$ cat src/mops_pkg.sv
package mops_pkg;

  // Defaults for the top-level parameters.
  localparam int unsigned MaxBoxesDef  = 64;
  localparam int unsigned DimsDef      = 3;
  localparam int unsigned CoordBitsDef = 16;

  // Fixed port widths.
  localparam int unsigned InBits  = 16;
  localparam int unsigned IdxBits = 6;

  typedef enum logic [2:0] {
    StIdle = 3'b001,
    StScan = 3'b010,
    StEmit = 3'b100
  } state_e;

endpackage

$ cat src/mops_ram.sv
module mops_ram #(
  parameter int unsigned Width = 48,
  parameter int unsigned Depth = 64
) (
  input  logic                     clk_i,
  input  logic                     we_i,
  input  logic [$clog2(Depth)-1:0] waddr_i,
  input  logic [Width-1:0]         wdata_i,
  input  logic                     re_i,
  input  logic [$clog2(Depth)-1:0] raddr_i,
  output logic [Width-1:0]         rdata_o
);

  logic [Width-1:0] mem_q [Depth];

  always_ff @(posedge clk_i) begin
    if (we_i) begin
      mem_q[waddr_i] <= wdata_i;
    end
    if (re_i) begin
      rdata_o <= mem_q[raddr_i];
    end
  end

endmodule

$ cat src/mops_cmp.sv
// Morton order comparator: less_o is high when point a must come strictly
// before point b. Quotients by 2^level truncate toward zero; bit 0 is skipped.
module mops_cmp #(
  parameter int unsigned Dims = 3,
  parameter int unsigned Cw   = 16
) (
  input  logic [Dims*Cw-1:0] a_i,
  input  logic [Dims*Cw-1:0] b_i,
  output logic               less_o
);

  function automatic logic signed [Cw:0] quo(logic signed [Cw-1:0] x, int unsigned sh);
    logic [Cw:0] mag;
    logic [Cw:0] qm;
    mag = x[Cw-1] ? ((Cw+1)'(0) - {x[Cw-1], x}) : {1'b0, x};
    qm  = mag >> sh;
    return x[Cw-1] ? $signed((Cw+1)'(0) - qm) : $signed(qm);
  endfunction

  // Lower levels and dimensions are visited first, so the most significant
  // difference is the one left standing.
  always_comb begin
    logic signed [Cw:0] qa;
    logic signed [Cw:0] qb;
    less_o = 1'b0;
    for (int unsigned l = 1; l < Cw; l++) begin
      for (int unsigned d = 0; d < Dims; d++) begin
        qa = quo($signed(a_i[d*Cw +: Cw]), l);
        qb = quo($signed(b_i[d*Cw +: Cw]), l);
        if (qa != qb) begin
          less_o = (qa < qb);
        end
      end
    end
  end

endmodule

$ cat src/morton_order_point_sorter_core.sv
// A transaction without last stores its point, and busy stays low.
// A transaction with last starts a sort over the n stored points; each result
// takes a full scan of the store, and no new point is taken until the last is out.
// The pace is set by the single Morton comparator and the one read port
// of the point memory, which together visit every stored point per result.
// Reset clears the control state only; the point memory is not cleared.
module morton_order_point_sorter_core #(
  parameter int unsigned MAX_BOXES  = mops_pkg::MaxBoxesDef,
  parameter int unsigned DIMS       = mops_pkg::DimsDef,
  parameter int unsigned COORD_BITS = mops_pkg::CoordBitsDef
) (
  input  logic                                clk_i,
  input  logic                                rst_ni,
  input  logic                                start,
  output logic                                busy,
  input  logic signed [mops_pkg::InBits-1:0]  coord_0_i,
  input  logic signed [mops_pkg::InBits-1:0]  coord_1_i,
  input  logic signed [mops_pkg::InBits-1:0]  coord_2_i,
  input  logic                                last_i,
  output logic                                out_valid_o,
  output logic signed [mops_pkg::InBits-1:0]  out_coord_0_o,
  output logic signed [mops_pkg::InBits-1:0]  out_coord_1_o,
  output logic signed [mops_pkg::InBits-1:0]  out_coord_2_o,
  output logic        [mops_pkg::IdxBits-1:0] source_index_o,
  output logic                                dropped_o,
  output logic                                last_out_o
);

  // Only the low bits of each coordinate that the configured width allows
  // are kept; they are sign extended again on the way out.
  localparam int unsigned Cw   = (COORD_BITS < mops_pkg::InBits) ? COORD_BITS
                                                                 : mops_pkg::InBits;
  localparam int unsigned Aw   = $clog2(MAX_BOXES);
  localparam int unsigned CntW = $clog2(MAX_BOXES + 1);
  localparam int unsigned Pw   = DIMS * Cw;

  mops_pkg::state_e state_q, state_d;

  logic [CntW-1:0]      count_q, count_d;
  logic                 ovf_q, ovf_d;
  logic [CntW-1:0]      sc_q, sc_d;
  logic [CntW-1:0]      pos_q, pos_d;
  logic                 rd_vld_q, rd_vld_d;
  logic [Aw-1:0]        rd_tag_q, rd_tag_d;
  logic                 have_q, have_d;
  logic [MAX_BOXES-1:0] emitted_q, emitted_d;
  logic [Pw-1:0]        best_pt_q, best_pt_d;
  logic [Aw-1:0]        best_idx_q, best_idx_d;

  logic                 accept;
  logic                 room;
  logic                 ram_we;
  logic                 ram_re;
  logic [Pw-1:0]        ram_wdata;
  logic [Pw-1:0]        ram_rdata;
  logic                 less;
  logic                 take;
  logic                 final_res;

  logic [2:0][mops_pkg::InBits-1:0] coord_in;
  logic [2:0][mops_pkg::InBits-1:0] coord_out;

  assign busy   = (state_q != mops_pkg::StIdle);
  assign accept = start && !busy;
  assign room   = (count_q < CntW'(MAX_BOXES));

  // A point is written at the next free entry; its arrival position is the
  // entry's address, so no separate index store is needed.
  assign coord_in = {coord_2_i, coord_1_i, coord_0_i};

  always_comb begin
    ram_wdata = '0;
    for (int unsigned d = 0; d < DIMS; d++) begin
      ram_wdata[d*Cw +: Cw] = coord_in[d][Cw-1:0];
    end
  end

  assign ram_we = accept && room;
  assign ram_re = (state_q == mops_pkg::StScan) && (sc_q < count_q);

  mops_ram #(
    .Width (Pw),
    .Depth (MAX_BOXES)
  ) u_ram (
    .clk_i   (clk_i),
    .we_i    (ram_we),
    .waddr_i (count_q[Aw-1:0]),
    .wdata_i (ram_wdata),
    .re_i    (ram_re),
    .raddr_i (sc_q[Aw-1:0]),
    .rdata_o (ram_rdata)
  );

  mops_cmp #(
    .Dims (DIMS),
    .Cw   (Cw)
  ) u_cmp (
    .a_i    (ram_rdata),
    .b_i    (best_pt_q),
    .less_o (less)
  );

  // A scan walks the whole store in arrival order and keeps the smallest
  // point not yet sent. Only a strictly smaller point replaces the one held,
  // so among equal points the earliest arrival wins, which keeps the sort
  // stable.
  assign take      = rd_vld_q && !emitted_q[rd_tag_q] && (!have_q || less);
  assign final_res = (CntW'(pos_q + 1'b1) == count_q);

  always_comb begin
    state_d    = state_q;
    count_d    = count_q;
    ovf_d      = ovf_q;
    sc_d       = sc_q;
    pos_d      = pos_q;
    rd_vld_d   = 1'b0;
    rd_tag_d   = rd_tag_q;
    have_d     = have_q;
    emitted_d  = emitted_q;
    best_pt_d  = best_pt_q;
    best_idx_d = best_idx_q;

    if (take) begin
      have_d     = 1'b1;
      best_pt_d  = ram_rdata;
      best_idx_d = rd_tag_q;
    end

    unique case (state_q)
      mops_pkg::StIdle: begin
        if (accept) begin
          if (room) begin
            count_d = CntW'(count_q + 1'b1);
          end else begin
            ovf_d = 1'b1;
          end
          if (last_i) begin
            state_d   = mops_pkg::StScan;
            sc_d      = '0;
            pos_d     = '0;
            have_d    = 1'b0;
            emitted_d = '0;
          end
        end
      end
      mops_pkg::StScan: begin
        rd_vld_d = ram_re;
        rd_tag_d = sc_q[Aw-1:0];
        if (sc_q == count_q) begin
          state_d = mops_pkg::StEmit;
        end else begin
          sc_d = CntW'(sc_q + 1'b1);
        end
      end
      mops_pkg::StEmit: begin
        emitted_d[best_idx_q] = 1'b1;
        if (final_res) begin
          state_d = mops_pkg::StIdle;
          count_d = '0;
          ovf_d   = 1'b0;
        end else begin
          state_d = mops_pkg::StScan;
          sc_d    = '0;
          pos_d   = CntW'(pos_q + 1'b1);
          have_d  = 1'b0;
        end
      end
      default: begin
        state_d = mops_pkg::StIdle;
      end
    endcase
  end

  always_ff @(posedge clk_i or negedge rst_ni) begin
    if (!rst_ni) begin
      state_q   <= mops_pkg::StIdle;
      count_q   <= '0;
      ovf_q     <= 1'b0;
      sc_q      <= '0;
      pos_q     <= '0;
      rd_vld_q  <= 1'b0;
      have_q    <= 1'b0;
      emitted_q <= '0;
    end else begin
      state_q   <= state_d;
      count_q   <= count_d;
      ovf_q     <= ovf_d;
      sc_q      <= sc_d;
      pos_q     <= pos_d;
      rd_vld_q  <= rd_vld_d;
      have_q    <= have_d;
      emitted_q <= emitted_d;
    end
  end

  always_ff @(posedge clk_i) begin
    rd_tag_q   <= rd_tag_d;
    best_pt_q  <= best_pt_d;
    best_idx_q <= best_idx_d;
  end

  // The held point is the result during the single emit cycle. Dimensions
  // beyond the configured count read as zero.
  always_comb begin
    logic signed [Cw-1:0] c;
    coord_out = '0;
    for (int unsigned d = 0; d < DIMS; d++) begin
      c            = $signed(best_pt_q[d*Cw +: Cw]);
      coord_out[d] = mops_pkg::InBits'(c);
    end
  end

  assign out_valid_o    = (state_q == mops_pkg::StEmit);
  assign out_coord_0_o  = $signed(coord_out[0]);
  assign out_coord_1_o  = $signed(coord_out[1]);
  assign out_coord_2_o  = $signed(coord_out[2]);
  assign source_index_o = mops_pkg::IdxBits'(best_idx_q);
  assign dropped_o      = ovf_q;
  assign last_out_o     = out_valid_o && final_res;

endmodule

$ cat config.mk
export PLATFORM = sky130hd
export DESIGN_NAME = morton_order_point_sorter_core
export DESIGN_NICKNAME = d
export VERILOG_FILES = /design/src/mops_pkg.sv /design/src/mops_ram.sv /design/src/mops_cmp.sv /design/src/morton_order_point_sorter_core.sv
export SDC_FILE = /design/constraint.sdc
export NUM_CORES = 2
export LEC_CHECK = 0
export BUFFER_PORTS_ARGS = -buffer_cell sky130_fd_sc_hd__buf_4
export CAP_MARGIN = 20
export CORE_MARGIN = 3
export CORE_UTILIZATION = 29
export DETAILED_ROUTE_END_ITERATION = 10
export GPL_TIMING_DRIVEN = 0
export HOLD_SLACK_MARGIN = 0.15
export PLACE_DENSITY = 0.45
export SLEW_MARGIN = 0
export SYNTH_ARGS = -nofsm -noshare
export SYNTH_HDL_FRONTEND = slang
export SYNTH_SLANG_ARGS = --single-unit
export TNS_END_PERCENT = 100
$ cat constraint.sdc
create_clock -name clk_i -period 12.3 [get_ports clk_i]
set_input_delay 2.46 -clock clk_i [delete_from_list [all_inputs] [get_ports clk_i]]
set_output_delay 2.46 -clock clk_i [all_outputs]
set_load 0.005 [all_outputs]
==> impl_results.md <==
* Ys flop type: edfxtp_1
* FMAX at 93.2 MHz
* Fillers at 48,700
* Ys Warns at 0
* DRT iter0 DRCs at 8,922
* Worst Setup Start Kind: register
* Setup Fix Bufs, Post-CTS at 0
* CTS tree: built
* Synth cell types at 91
* Post-synthesis instance total at 8,562
* Vias at 85,300
* Hold WS at 453 ps
* Worst hold stages at 0
* FF+latch count, synth at 3,271
* Fin. Hold Viols at 0
* Headroom to the max-slew limit at 0.176
* Worst reg-to-reg path cell count at 29
* Post-CTS Hold Buffers at 0
* First-pass GRT wire length at 718,000 um
* Clk_lat worst skew at 960 ps
* Status: complete, no violations
* Hold Crit Class: register to register
* Leak pwr at 55.7 nW
* GP Congestion at 0.950
* GRT Util Overall at 0.196
* Number of max-cap violations at 0
* Worst path max stage delay at 810 ps
* Core Footprint at 0.510 mm^2
* Drt via density at 5.22
* Count of final setup violators at 0
* Chip width at 722 um
* Final net count at 9,926
* Critical path endpoint category: register
* Critical R2R Launch: u_ram.rdata_o[33]$_DFFE_PP_
* Final ANT Viol Nets at 0
* Initial antenna violation count at 58
* Area grow syn2layout at 17.5%
* IO buf count at 109
* Sequential cell area fraction in the yosys report at 0.657
* Mapped Avg Cell Area at 17.4 um^2
* RR Endpoint: best_pt_q[18]$_DFFE_PP_
* TritonCTS Buffers at 361
* Critical path arrival at 11,370 ps
* Cells after DPL at 15,700
* Max VDD drop at 0.127 mV
* Fin Setup TNS at 0 ps
* Hold Startpoint: u_ram.rdata_o[8]$_DFFE_PP_
* Remaining Overflow, GRT at 0
* CTS sink cnt at 3,271
* Largest area contributor in the netlist: edfxtp_1
* Slew Viols, Final at 0
* RSZ-0062 raised after global routing: false
* Fin cells at 16,400
* Die height at 722 um
* HPWL after DPL at 393,000 um
* Clk Tree Root Cell: clkbuf_16
* CP Data Required Time at 12,950 ps
* Largest net degree at the start of global routing at 67
* Num ports at 110
* DP Area at 0.163 mm^2
* Worst-Margin Slew at 1230 ps
* Final Critical Period at 10,730 ps
* Final instance area at 0.175 mm^2
* Async SR Flop Fraction at 0.0278
* Cell family with most CP delay: simple AND/OR/NAND/NOR gates
* Remaining DRCs at 0
* Setup Crit Path Kind: register to register
* Hold path endpoint: best_pt_q[8]$_DFFE_PP_
* Initial Util at 0.292
* Power density of the placed cells at 159 mW/mm^2
* Final Skew at 86.5 ps
* Post-Syn Area at 0.149 mm^2
* Drt first pass iters at 6
* Footprint of the multi-input gates at 0.0493 mm^2
* Synth top area share at 0.642
* Routed Wire Length at 523,000 um
* FF/Latch Area at 0.0978 mm^2
* Critical path buffers and inverters at 7
* Reg2Reg Setup Slack at 1570 ps
* Post-synth EDFFs at 3,180
* Worst-path maximum fanout at 12
* DR WL/cell at 32.0 um
* Power, Total at 0.0278 W
* Share of post-route cells with drive strength above 1 at 0.220
* Post-cts resize count at 0
* Crit share post-route at 0.872
* CTS Buffer Depth at 4
* Vias in the first global route at 87,500
* Synth area leaders: edfxtp_1 64%, mux4_2 16%, ha_1 4.6%, xnor2_1 2.4%, dfrtp_1 1.5%
* Worst-path clk slew at 60 ps
* Die Footprint at 0.522 mm^2
* Max stage delay cell, worst path: nor2_1
* H-tree Lvls at 5
* Row count at 262
flip-flops by register name (all words and copies together) (netlist names):
signal          count
u_ram.mem_q      3072
emitted_q          64
best_pt_q          48
u_ram.rdata_o      48
count_q             7
pos_q               7
sc_q                7
rd_tag_q            6
source_index_o      6
state_q             3
dropped_o           1
have_q              1
rd_vld_q            1
layout by cell type, fill, tap and decap left out, types with 156 or more instances in the layout:
cell | netlist | final
nand3_1 | 156 | 156
mux4_2 | 1024 | 1024
xnor2_1 | 415 | 415
o21ai_0 | 239 | 239
clkbuf_16 | 0 | 366
ha_1 | 546 | 546
xor2_1 | 247 | 239
inv_1 | 167 | 167
edfxtp_1 | 3180 | 3180
clkbuf_1 | 287 | 342
a21oi_1 | 303 | 303
nor2_1 | 403 | 340
nand2_1 | 554 | 554
cells in the mapped netlist, types with 8 or more instances:
| library cell | instances |
|---|---|
| a2111oi_0 | 18 |
| mux2_2 | 37 |
| nor3b_1 | 17 |
| mux2i_1 | 48 |
| and3_1 | 21 |
| o21ai_0 | 239 |
| o211ai_1 | 23 |
| nor2_1 | 403 |
| clkinv_1 | 8 |
| nor4_1 | 11 |
| inv_1 | 167 |
| nand2b_1 | 54 |
| edfxtp_1 | 3180 |
| mux4_2 | 1024 |
| nor3_1 | 65 |
| nand4_1 | 83 |
| a21o_1 | 39 |
| a211o_1 | 9 |
| xor2_1 | 247 |
| o31ai_1 | 31 |
| a211oi_1 | 19 |
| a31oi_1 | 41 |
| buf_1 | 132 |
| ha_1 | 546 |
| o21ai_1 | 10 |
| or2_2 | 9 |
| and2_1 | 19 |
| o21a_1 | 16 |
| dfrtp_1 | 90 |
| or4_1 | 12 |
| buf_2 | 10 |
| nand3_1 | 156 |
| and4_1 | 10 |
| nand2_1 | 554 |
| xnor2_1 | 415 |
| clkbuf_1 | 287 |
| nor2b_1 | 47 |
| a21oi_1 | 303 |
| or3_1 | 28 |
per-layer routing:
layer,wire length [um],part of all wire,vias to the layer above,global-route usage
met2,257000,0.49,3007,0.336
met1,218000,0.42,45800,0.260
li1,-,-,35800,-
met5,36,0.000069,-,0
met3,29900,0.057,714,0.0263
met4,17400,0.033,6,0.0581
layout make-up:
cell class              instances  area share
flip-flops and latches       3271       0.559
multi-input cells            4682       0.282
clock buffers                 449      0.0545
well taps                    6732      0.0482
repair buffers                398      0.0329
plain buffers                 433     0.00970
clock inverters               196     0.00921
inverters                     181     0.00392
diodes                         11    0.000157
metrics by stage:
step,utilization,worst slack (ps)
after floorplan,-,2310
after global placement,0.310,-7260
after detailed placement,0.320,1860
after CTS,0.342,1820
after global routing,0.343,1360
final,0.343,1570
power breakdown:
part / internal, W / switching [W] / leakage [nW]
Clock: 0.00582 / 0.00449 / 5.45
Sequential: 0.0125 / 0.0000854 / 29.8
Combinational: 0.00200 / 0.00284 / 20.4
Total: 0.0203 / 0.00741 / 55.7
cell families after synthesis:
group,Yosys count,synth area share
compound gates,828,0.0330
xor+xnor,667,0.0396
fa+ha+maj,546,0.0459
buf+inv,614,0.0157
flops,3271,0.657
mux,1109,0.161
other cells,1,0.0000252
simple gates,1526,0.0475
worst max path at each step:
| stage | startpoint | to | slack (ps) | cells after the start |
|---|---|---|---|---|
| after floorplan | u_ram.rdata_o[33]$_DFFE_PP_ | best_pt_q[0]$_DFFE_PP_ | 2310 | 25 |
| after global placement | u_ram.rdata_o[2]$_DFFE_PP_ | best_pt_q[18]$_DFFE_PP_ | -7260 | 20 |
| after detailed placement | u_ram.rdata_o[33]$_DFFE_PP_ | best_pt_q[18]$_DFFE_PP_ | 1860 | 29 |
| after CTS | u_ram.rdata_o[33]$_DFFE_PP_ | best_pt_q[18]$_DFFE_PP_ | 1820 | 29 |
| after global routing | u_ram.rdata_o[33]$_DFFE_PP_ | best_pt_q[18]$_DFFE_PP_ | 1360 | 27 |
| final | u_ram.rdata_o[33]$_DFFE_PP_ | best_pt_q[18]$_DFFE_PP_ | 1570 | 29 |
Note: power is estimated with default switching activity, not from simulation.
